--- config.mk ---
export PLATFORM = sky130hd
export DESIGN_NAME = bresenham_styled_line_stepper_flat
export DESIGN_NICKNAME = d
export VERILOG_FILES = /design/src/design/bsl_pkg.sv /design/src/design/bsl_if.sv /design/src/design/bsl_stepper.sv /design/src/design/bresenham_styled_line_stepper.sv /design/src/flat_wrapper.sv
export VERILOG_INCLUDE_DIRS = /design/src /design/src/design
export SDC_FILE = /design/constraint.sdc
export NUM_CORES = 1
export LEC_CHECK = 0
export BUFFER_PORTS_ARGS = -buffer_cell sky130_fd_sc_hd__buf_2
export CAP_MARGIN = 20
export CORE_ASPECT_RATIO = 1.5
export CORE_UTILIZATION = 60
export CTS_CLUSTER_SIZE = 10
export DETAILED_ROUTE_END_ITERATION = 10
export PLACE_DENSITY = 0.75
export SYNTH_ARGS = -nofsm -noshare
export SYNTH_HDL_FRONTEND = slang
export SYNTH_SLANG_ARGS = --single-unit
--- constraint.sdc ---
create_clock -name clk -period 5.65 [get_ports clk]
set_input_delay 1.4125 -clock clk [delete_from_list [all_inputs] [get_ports clk]]
set_output_delay 1.4125 -clock clk [all_outputs]
set_load 0.1 [all_outputs]
--- src/design/assert_macros.svh ---
// Assertion macros shared by the line stepper RTL.
`ifndef ASSERT_MACROS_SVH
`define ASSERT_MACROS_SVH

// Checks that the consequent holds in the same cycle as the antecedent.
`define ASSERT_SAME(label, clk, rst_n, ante, cons, msg) \
    label: assert property (@(posedge clk) disable iff (!rst_n) (ante) |-> (cons)) \
        else $error(msg);

// Checks that the consequent holds in the cycle after the antecedent.
`define ASSERT_NEXT(label, clk, rst_n, ante, cons, msg) \
    label: assert property (@(posedge clk) disable iff (!rst_n) (ante) |=> (cons)) \
        else $error(msg);

`endif

--- src/design/bsl_pkg.sv ---
// Package with shared types, codes and constants of the line stepper.
package bsl_pkg;

    localparam int COORD_BITS_DEFAULT = 12;

    localparam logic OP_LOAD = 1'b0;
    localparam logic OP_STEP = 1'b1;

    typedef enum logic [1:0] {
        STYLE_SOLID   = 2'd0,
        STYLE_DOTTED  = 2'd1,
        STYLE_DASHED  = 2'd2,
        STYLE_DASHDOT = 2'd3
    } style_t;

    localparam logic [1:0] MOD3_LAST    = 2'd2;
    localparam logic [2:0] MOD5_LAST    = 3'd4;
    localparam logic [3:0] DASHDOT_LAST = 4'd9;
    localparam logic [3:0] DASHDOT_GAP  = 4'd2;

    typedef struct packed {
        logic take;
        logic opcode;
    } step_ctrl_t;

    typedef struct packed {
        logic plot;
        logic last;
        logic valid_res;
    } pixel_flags_t;

    function automatic logic style_plots(input style_t style, input logic [1:0] mod3,
                                         input logic [2:0] mod5, input logic [3:0] phase);
        logic result;
        case (style)
            STYLE_SOLID:   result = 1'b1;
            STYLE_DOTTED:  result = (mod3 == 2'd0);
            STYLE_DASHED:  result = (mod5 != 3'd0);
            default:       result = (phase != 4'd0) && (phase != DASHDOT_GAP)
                                    && (phase <= DASHDOT_LAST);
        endcase
        return result;
    endfunction

endpackage

--- src/design/bsl_if.sv ---
// Valid/ready channel interfaces for the stepper commands and pixels.
interface bsl_in_if #(parameter int COORD_BITS = bsl_pkg::COORD_BITS_DEFAULT) ();
    logic                  valid;
    logic                  ready;
    logic                  opcode;
    logic [COORD_BITS-1:0] start_x;
    logic [COORD_BITS-1:0] start_y;
    logic [COORD_BITS-1:0] end_x;
    logic [COORD_BITS-1:0] end_y;

    modport source (output valid, opcode, start_x, start_y, end_x, end_y, input ready);
    modport sink (input valid, opcode, start_x, start_y, end_x, end_y, output ready);
endinterface

interface bsl_out_if #(parameter int COORD_BITS = bsl_pkg::COORD_BITS_DEFAULT) ();
    logic                  valid;
    logic                  ready;
    logic [COORD_BITS-1:0] pixel_x;
    logic [COORD_BITS-1:0] pixel_y;
    logic                  plot;
    logic                  last;
    logic                  valid_res;

    modport source (output valid, pixel_x, pixel_y, plot, last, valid_res, input ready);
    modport sink (input valid, pixel_x, pixel_y, plot, last, valid_res, output ready);
endinterface

--- src/design/bsl_stepper.sv ---
// Line state registers and the per-beat load and step datapath.
module bsl_stepper #(
    parameter int COORD_BITS = bsl_pkg::COORD_BITS_DEFAULT
) (
    input  logic                    clk,
    input  logic                    rst_n,
    input  bsl_pkg::step_ctrl_t     ctrl,
    input  bsl_pkg::style_t         style,
    input  logic [COORD_BITS-1:0]   start_x,
    input  logic [COORD_BITS-1:0]   start_y,
    input  logic [COORD_BITS-1:0]   end_x,
    input  logic [COORD_BITS-1:0]   end_y,
    output logic [COORD_BITS-1:0]   pix_x,
    output logic [COORD_BITS-1:0]   pix_y,
    output bsl_pkg::pixel_flags_t   flags
);

    localparam int ERR_BITS = COORD_BITS + 3;
    localparam logic [COORD_BITS-1:0] COORD_ONE = COORD_BITS'(1);

    logic [COORD_BITS-1:0]      cur_x_reg, cur_x_next;
    logic [COORD_BITS-1:0]      cur_y_reg, cur_y_next;
    logic [COORD_BITS-1:0]      major_end_reg, major_end_next;
    logic signed [ERR_BITS-1:0] err_reg, err_next;
    logic [COORD_BITS-1:0]      abs_dx_reg, abs_dx_next;
    logic [COORD_BITS-1:0]      abs_dy_reg, abs_dy_next;
    logic                       x_major_reg, x_major_next;
    logic                       minor_down_reg, minor_down_next;
    logic [1:0]                 mod3_reg, mod3_next;
    logic [2:0]                 mod5_reg, mod5_next;
    logic [3:0]                 phase_reg, phase_next;
    logic                       active_reg, active_next;

    logic signed [COORD_BITS:0] dx, dy;
    logic [COORD_BITS-1:0]      ld_adx, ld_ady;
    logic                       ld_x_major, ld_fwd;
    logic [COORD_BITS-1:0]      ld_x, ld_y, ld_end;
    logic                       ld_active;
    logic                       st_keep;
    logic signed [ERR_BITS-1:0] st_inc_keep, st_inc_move;
    logic [COORD_BITS-1:0]      st_x, st_y, st_major;

    always_comb
    begin
        dx = $signed({1'b0, end_x}) - $signed({1'b0, start_x});
        dy = $signed({1'b0, end_y}) - $signed({1'b0, start_y});
        ld_adx = dx[COORD_BITS] ? COORD_BITS'(-dx) : dx[COORD_BITS-1:0];
        ld_ady = dy[COORD_BITS] ? COORD_BITS'(-dy) : dy[COORD_BITS-1:0];
        ld_x_major = (ld_ady <= ld_adx);
        ld_fwd = ld_x_major ? !dx[COORD_BITS] : !dy[COORD_BITS];
        ld_x = ld_fwd ? start_x : end_x;
        ld_y = ld_fwd ? start_y : end_y;
        if (ld_x_major)
        begin
            ld_end = ld_fwd ? end_x : start_x;
            ld_active = (ld_x < ld_end);
        end
        else
        begin
            ld_end = ld_fwd ? end_y : start_y;
            ld_active = (ld_y < ld_end);
        end
    end

    always_comb
    begin
        st_x = cur_x_reg;
        st_y = cur_y_reg;
        if (x_major_reg)
        begin
            st_keep = err_reg[ERR_BITS-1];
            st_inc_keep = $signed({2'b00, abs_dy_reg, 1'b0});
            st_inc_move = $signed({2'b00, abs_dy_reg, 1'b0})
                          - $signed({2'b00, abs_dx_reg, 1'b0});
            st_x = cur_x_reg + COORD_ONE;
            if (!st_keep)
            begin
                st_y = minor_down_reg ? cur_y_reg - COORD_ONE : cur_y_reg + COORD_ONE;
            end
            st_major = st_x;
        end
        else
        begin
            st_keep = err_reg[ERR_BITS-1] || (err_reg == '0);
            st_inc_keep = $signed({2'b00, abs_dx_reg, 1'b0});
            st_inc_move = $signed({2'b00, abs_dx_reg, 1'b0})
                          - $signed({2'b00, abs_dy_reg, 1'b0});
            st_y = cur_y_reg + COORD_ONE;
            if (!st_keep)
            begin
                st_x = minor_down_reg ? cur_x_reg - COORD_ONE : cur_x_reg + COORD_ONE;
            end
            st_major = st_y;
        end
    end

    always_comb
    begin
        cur_x_next = cur_x_reg;
        cur_y_next = cur_y_reg;
        major_end_next = major_end_reg;
        err_next = err_reg;
        abs_dx_next = abs_dx_reg;
        abs_dy_next = abs_dy_reg;
        x_major_next = x_major_reg;
        minor_down_next = minor_down_reg;
        mod3_next = mod3_reg;
        mod5_next = mod5_reg;
        phase_next = phase_reg;
        active_next = active_reg;
        pix_x = '0;
        pix_y = '0;
        flags = '0;
        if (ctrl.opcode == bsl_pkg::OP_LOAD)
        begin
            cur_x_next = ld_x;
            cur_y_next = ld_y;
            major_end_next = ld_end;
            abs_dx_next = ld_adx;
            abs_dy_next = ld_ady;
            x_major_next = ld_x_major;
            minor_down_next = !((dx[COORD_BITS] && dy[COORD_BITS])
                                || (!dx[COORD_BITS] && dx != '0
                                    && !dy[COORD_BITS] && dy != '0));
            if (ld_x_major)
            begin
                err_next = $signed({2'b00, ld_ady, 1'b0}) - $signed({3'b000, ld_adx});
            end
            else
            begin
                err_next = $signed({2'b00, ld_adx, 1'b0}) - $signed({3'b000, ld_ady});
            end
            mod3_next = '0;
            mod5_next = '0;
            phase_next = '0;
            active_next = ld_active;
            pix_x = ld_x;
            pix_y = ld_y;
            flags.plot = 1'b1;
            flags.last = !ld_active;
            flags.valid_res = 1'b1;
        end
        else if (active_reg)
        begin
            cur_x_next = st_x;
            cur_y_next = st_y;
            err_next = err_reg + (st_keep ? st_inc_keep : st_inc_move);
            mod3_next = (mod3_reg >= bsl_pkg::MOD3_LAST) ? 2'd0 : mod3_reg + 2'd1;
            mod5_next = (mod5_reg >= bsl_pkg::MOD5_LAST) ? 3'd0 : mod5_reg + 3'd1;
            phase_next = (phase_reg >= bsl_pkg::DASHDOT_LAST) ? 4'd0 : phase_reg + 4'd1;
            active_next = (st_major < major_end_reg);
            pix_x = st_x;
            pix_y = st_y;
            flags.plot = bsl_pkg::style_plots(style, mod3_reg, mod5_reg, phase_reg);
            flags.last = !(st_major < major_end_reg);
            flags.valid_res = 1'b1;
        end
    end

    always_ff @(posedge clk or negedge rst_n)
    begin
        if (!rst_n)
        begin
            cur_x_reg <= '0;
            cur_y_reg <= '0;
            major_end_reg <= '0;
            err_reg <= '0;
            abs_dx_reg <= '0;
            abs_dy_reg <= '0;
            x_major_reg <= 1'b0;
            minor_down_reg <= 1'b0;
            mod3_reg <= '0;
            mod5_reg <= '0;
            phase_reg <= '0;
            active_reg <= 1'b0;
        end
        else if (ctrl.take)
        begin
            cur_x_reg <= cur_x_next;
            cur_y_reg <= cur_y_next;
            major_end_reg <= major_end_next;
            err_reg <= err_next;
            abs_dx_reg <= abs_dx_next;
            abs_dy_reg <= abs_dy_next;
            x_major_reg <= x_major_next;
            minor_down_reg <= minor_down_next;
            mod3_reg <= mod3_next;
            mod5_reg <= mod5_next;
            phase_reg <= phase_next;
            active_reg <= active_next;
        end
    end

endmodule

--- src/design/bresenham_styled_line_stepper.sv ---
// Top level of the styled line stepper: style register, output register and handshake.
// Throughput: one command and one pixel per cycle unless the output stalls, set by the
// single state update per beat. Each pixel beat is registered when its command is taken.
// The input is ready whenever the output register is empty or being drained.
// Reset clears the line state, pattern counters, style (solid) and the output valid bit.
`include "assert_macros.svh"

module bresenham_styled_line_stepper #(
    parameter int COORD_BITS = bsl_pkg::COORD_BITS_DEFAULT
) (
    input  logic       clk,
    input  logic       rst_n,
    input  logic       cfg_wr_en,
    input  logic [1:0] cfg_wr_data,
    bsl_in_if.sink     in_ch,
    bsl_out_if.source  out_ch
);

    bsl_pkg::style_t       style_reg;
    bsl_pkg::step_ctrl_t   ctrl;
    logic [COORD_BITS-1:0] pix_x, pix_y;
    bsl_pkg::pixel_flags_t flags;

    logic                  out_valid_reg;
    logic [COORD_BITS-1:0] pix_x_reg, pix_y_reg;
    bsl_pkg::pixel_flags_t flags_reg;

    assign in_ch.ready = !out_valid_reg || out_ch.ready;
    assign ctrl.take = in_ch.valid && in_ch.ready;
    assign ctrl.opcode = in_ch.opcode;

    bsl_stepper #(
        .COORD_BITS (COORD_BITS)
    ) u_stepper (
        .clk     (clk),
        .rst_n   (rst_n),
        .ctrl    (ctrl),
        .style   (style_reg),
        .start_x (in_ch.start_x),
        .start_y (in_ch.start_y),
        .end_x   (in_ch.end_x),
        .end_y   (in_ch.end_y),
        .pix_x   (pix_x),
        .pix_y   (pix_y),
        .flags   (flags)
    );

    always_ff @(posedge clk or negedge rst_n)
    begin
        if (!rst_n)
        begin
            style_reg <= bsl_pkg::STYLE_SOLID;
        end
        else if (cfg_wr_en)
        begin
            style_reg <= bsl_pkg::style_t'(cfg_wr_data);
        end
    end

    always_ff @(posedge clk or negedge rst_n)
    begin
        if (!rst_n)
        begin
            out_valid_reg <= 1'b0;
        end
        else if (in_ch.ready)
        begin
            out_valid_reg <= in_ch.valid;
        end
    end

    always_ff @(posedge clk)
    begin
        if (ctrl.take)
        begin
            pix_x_reg <= pix_x;
            pix_y_reg <= pix_y;
            flags_reg <= flags;
        end
    end

    assign out_ch.valid = out_valid_reg;
    assign out_ch.pixel_x = pix_x_reg;
    assign out_ch.pixel_y = pix_y_reg;
    assign out_ch.plot = flags_reg.plot;
    assign out_ch.last = flags_reg.last;
    assign out_ch.valid_res = flags_reg.valid_res;

    // An accepted command beat always leaves a pixel beat waiting in the next cycle.
    `ASSERT_NEXT(a_take_gives_beat, clk, rst_n, ctrl.take, out_valid_reg, "pixel beat missing after command")
    // A load always produces a plotted, valid start pixel.
    `ASSERT_NEXT(a_load_plots, clk, rst_n, ctrl.take && (in_ch.opcode == bsl_pkg::OP_LOAD), flags_reg.plot && flags_reg.valid_res, "load pixel not plotted")
    // A step with no active line carries an all-zero pixel.
    `ASSERT_SAME(a_idle_zero, clk, rst_n, out_valid_reg && !flags_reg.valid_res, (pix_x_reg == '0) && (pix_y_reg == '0) && !flags_reg.plot && !flags_reg.last, "idle step pixel not zero")

endmodule

--- src/flat_wrapper.sv ---
// flat-port wrapper written by rule: the top's interface ports become plain ports
module bresenham_styled_line_stepper_flat 
#(
    parameter int COORD_BITS = bsl_pkg::COORD_BITS_DEFAULT
)
  (clk, rst_n, cfg_wr_en, cfg_wr_data, in_ch_valid, in_ch_opcode, in_ch_start_x, in_ch_start_y, in_ch_end_x, in_ch_end_y, in_ch_ready, out_ch_valid, out_ch_pixel_x, out_ch_pixel_y, out_ch_plot, out_ch_last, out_ch_valid_res, out_ch_ready);
  bsl_in_if #(.COORD_BITS(COORD_BITS)) in_ch_i ();
  bsl_out_if #(.COORD_BITS(COORD_BITS)) out_ch_i ();
  input  logic clk;
  input  logic rst_n;
  input  logic cfg_wr_en;
  input  logic [1:0] cfg_wr_data;
  input wire logic [$bits(in_ch_i.valid)-1:0] in_ch_valid;
  input wire logic [$bits(in_ch_i.opcode)-1:0] in_ch_opcode;
  input wire logic [$bits(in_ch_i.start_x)-1:0] in_ch_start_x;
  input wire logic [$bits(in_ch_i.start_y)-1:0] in_ch_start_y;
  input wire logic [$bits(in_ch_i.end_x)-1:0] in_ch_end_x;
  input wire logic [$bits(in_ch_i.end_y)-1:0] in_ch_end_y;
  output wire logic [$bits(in_ch_i.ready)-1:0] in_ch_ready;
  output wire logic [$bits(out_ch_i.valid)-1:0] out_ch_valid;
  output wire logic [$bits(out_ch_i.pixel_x)-1:0] out_ch_pixel_x;
  output wire logic [$bits(out_ch_i.pixel_y)-1:0] out_ch_pixel_y;
  output wire logic [$bits(out_ch_i.plot)-1:0] out_ch_plot;
  output wire logic [$bits(out_ch_i.last)-1:0] out_ch_last;
  output wire logic [$bits(out_ch_i.valid_res)-1:0] out_ch_valid_res;
  input wire logic [$bits(out_ch_i.ready)-1:0] out_ch_ready;
  assign in_ch_i.valid = in_ch_valid;
  assign in_ch_i.opcode = in_ch_opcode;
  assign in_ch_i.start_x = in_ch_start_x;
  assign in_ch_i.start_y = in_ch_start_y;
  assign in_ch_i.end_x = in_ch_end_x;
  assign in_ch_i.end_y = in_ch_end_y;
  assign in_ch_ready = in_ch_i.ready;
  assign out_ch_valid = out_ch_i.valid;
  assign out_ch_pixel_x = out_ch_i.pixel_x;
  assign out_ch_pixel_y = out_ch_i.pixel_y;
  assign out_ch_plot = out_ch_i.plot;
  assign out_ch_last = out_ch_i.last;
  assign out_ch_valid_res = out_ch_i.valid_res;
  assign out_ch_i.ready = out_ch_ready;
  bresenham_styled_line_stepper #(.COORD_BITS(COORD_BITS)) u_core (.clk(clk), .rst_n(rst_n), .cfg_wr_en(cfg_wr_en), .cfg_wr_data(cfg_wr_data), .in_ch(in_ch_i), .out_ch(out_ch_i));
endmodule
==> impl_metrics.toml <==
[timing]
timing.final.ws_setup_ps = -895.6
rsz0062_at_grt = "yes"
fin_setup_tns_ps = -42370
finClkSkew_ps = 6.761
setup_viol = 77
slew_viol_final = 0
hold_slack_ps = 492.9
timing.fmax_mhz = 152.8
finalCritPeriodShare = 1.159
worstMarginPinSlew_ps = 783.6
maxSlewHeadroom = 0.4776
fin_crit_ps = 6546
final_hold_viol_count = 0

[pwr]
p_seq_frac = 0.175
switching_share = 0.4745
combPwrFrac = 0.713
irDropWorstVdd_v = 0.0002791
p_sw_uw = 4257
p_total_uw = 8971
p_int_uw = 4714
power_density_nw_per_um2 = 548.5
clkPwrFrac = 0.113
p_leak_uw = 0.007756

[outcome]
violations = "setup timing"
status = "finished with violations"

[layout]
fin_util = 0.8300
diodes = 0
layout_commonest_cell = "buf_4"
final_cell_mix = "buf_4 (290), nand2_1 (201), inv_1 (116)"
synthToLayoutAreaGrowth_pct = 35.73
largest_reg_flops = 15
layout-drive-gt1-share = 0.2998
nets = 2068

[setup_path]
end_kind = "register"
crit_path_start_kind = "input pin"
regToRegSetupSlack_ps = 810
worstPathRequired_ps = 5810
path_class = "input pin to register"
worst-path-max-fanout = 6
arrival_ps = 6710

[route]
vias_per_cell = 6.028
vias = 13068
firstDrtPassIters = 7
first_iter_violations = 1005
wire_per_inst_microns = 19.17
drt-total-wl_microns = 41570
drtAntennaViolNets = 0
drc = 0

[floorplanning]
die-height_microns = 175.6
fp-row-count = 63
die_width_microns = 117.7
die_area_sq_um = 20670
initial_core_util = 0.6115
ios = 85
core_sq_um = 19710

[synth]
synth-async-reset-ratio = 0.7692
synth_mux_area_frac = 0.03281
netlist_instances = 1558
synth_edf_count = 27
postSynthAreaPerCell_sq_um = 7.734
seq_area_frac_synth = 0.2542
syn_nets = 1731
syn_area_sq_um = 12050
yosys.area_share.simple = 0.1757
synth_top_family_by_area = "compound AO/OA/AOI/OAI gates"
synth_fa_ha_area_frac = 0.1372
synth_xor_area_frac = 0.09127
ys.flop_type = "dfrtp_1"
synth-compound-area-share = 0.2391
synth_warnings = 0
synth_seq_cells = 117
synth_cell_types = 89

[worst_hold_path]
hp-class = "register to register"

[global_routing]
grt_pass1_wl_microns = 64620
grt_overflow_total = 0
first_global_vias = 12973
grt_max_degree = 56
grt_usage = 0.3971
antenna_found_initial = 0

[clocking]
cts_buffer_depth = 2
clkSinkCount = 117
insertion_delay_ps = 430
clockRootBuffer = "clkbuf_16"
htreeDepth = 4
cts_tree = "done"
clk_pin_slew_ps = 60
cts_hold_buffers = 0
numCtsBuffers = 17

[placement]
io_buffers = 84
dpl.hpwl_microns = 30190
place_congestion = 0.9769

[run]
max-cap-violations = 0
-- Yosys cell counts, types with 5 or more instances --
cell type | n | area (sq um)
o22ai_1 | 14 | 87.58
and3_1 | 11 | 68.82
maj3_1 | 10 | 100.1
a211o_1 | 5 | 43.79
or3_1 | 9 | 56.30
xor2_1 | 54 | 473.0
edfxtp_1 | 27 | 810.8
nand3_1 | 29 | 145.1
buf_2 | 9 | 45.04
o21a_1 | 17 | 127.6
o32ai_1 | 5 | 43.79
a31oi_1 | 9 | 56.30
nand4_1 | 11 | 68.82
o211ai_1 | 17 | 127.6
dfrtp_1 | 90 | 2252
nor2b_1 | 9 | 56.30
mux2i_1 | 29 | 290.3
ha_1 | 110 | 1376
xnor2_1 | 66 | 578.1
nand2_1 | 219 | 822.0
buf_1 | 7 | 26.28
nor2_1 | 109 | 409.1
o21bai_1 | 20 | 150.1
a211oi_1 | 18 | 135.1
nor4_1 | 6 | 37.54
fa_1 | 7 | 140.1
nand3b_1 | 6 | 45.04
nand2b_1 | 17 | 106.4
and2_1 | 6 | 37.54
a21o_1 | 23 | 172.7
nor3_1 | 23 | 115.1
o21ai_0 | 143 | 715.7
clkbuf_1 | 68 | 255.2
a21oi_1 | 140 | 700.7
inv_1 | 122 | 457.9
-- through the flow --
stage	setup WS [ps]	cells	area, sq um
after CTS	-797.7	2157	16000
after detailed placement	-1411	2098	14760
after global placement	-1256	2098	14760
after floorplan	-1020	1558	12340
final	-895.6	2168	16360
after global routing	-1172	2168	16360
-- worst max-delay path, cell delays in order --
cell and delay (ps):
buf_8 80, inv_4 30, ha_4 150, fa_2 340
buf_4 140, xor2_1 280, buf_4 190, nand3_1 140
nor3_2 270, nor2_1 80, xor2_1 210, inv_1 110
ha_1 310, o21ai_0 220, a21oi_1 140, o41ai_2 70
a21oi_1 130, maj3_2 330, maj3_2 320, maj3_4 370
mux2i_4 320, buf_6 160, nor3_1 40, o311ai_1 280
nand2_1 180, o32ai_4 330, o21ai_1 80
-- path summary, 6_finish.rpt --
kind,start,end,cells past startpoint
min in group asynchronous,rst_n,u_core.u_stepper.err_reg[2],1
worst max-delay path,in_ch_end_y[0],u_core.out_ch.last,27
worst min register to register,u_core.u_stepper.major_end_reg[0],u_core.u_stepper.major_end_reg[0],2
worst min-delay path,u_core.u_stepper.major_end_reg[0],u_core.u_stepper.major_end_reg[0],2
worst max register to register,u_core.u_stepper.err_reg[2],u_core.u_stepper.err_reg[14],20
max in group asynchronous,rst_n,u_core.u_stepper.cur_y_reg[4],2
-- cell families (layout without fill, tap and decap cells) --
family,count (synthesis),in the layout
multiplexers,36,37
XOR/XNOR,123,123
adder cells (fa/ha/maj),130,130
flip-flops,117,117
AND/OR/NAND/NOR,473,473
buffers and inverters,213,562
AO/OA/AOI/OAI,466,466
-- layout make-up --
type,count,area [sq um]
repair buffers,406,3089
clock buffers,19,442.9
well taps,260,325.3
inverters,124,480.5
fillers,1276,3351
flip-flops and latches,117,3064
multi-input cells,1229,8846
clock inverters,13,107.6
-- power groups by stage --
| stage | sequential, uW | combinational, uW | clock (uW) |
|---|---|---|---|
| detailed placement | 1550 | 5560 | 0 |
| CTS | 1550 | 6060 | 1010 |
| global route | 1600 | 6950 | 1050 |
| global placement | 1530 | 5370 | 0 |
| floorplan | 1610 | 3840 | 0 |
| finish | 1570 | 6390 | 1010 |
-- per-layer routing --
layer | up-vias | part of all wire | global-route usage
li1 | 6117 | - | -
met1 | 6280 | 0.37 | 0.4430
met2 | 539 | 0.52 | 0.7282
met3 | 132 | 0.051 | 0.04091
met4 | 0 | 0.055 | 0.2308
met5 | - | 0 | 0
-- repair_timing --
action | in CTS | in global routing
gates resized for setup | 104 | 67
setup endpoints to repair | 77 | 78
cloned | 2 | 0
buffers inserted | 29 | 16
pin swaps | 52 | 39
Note: power is estimated with default switching activity, not from simulation.
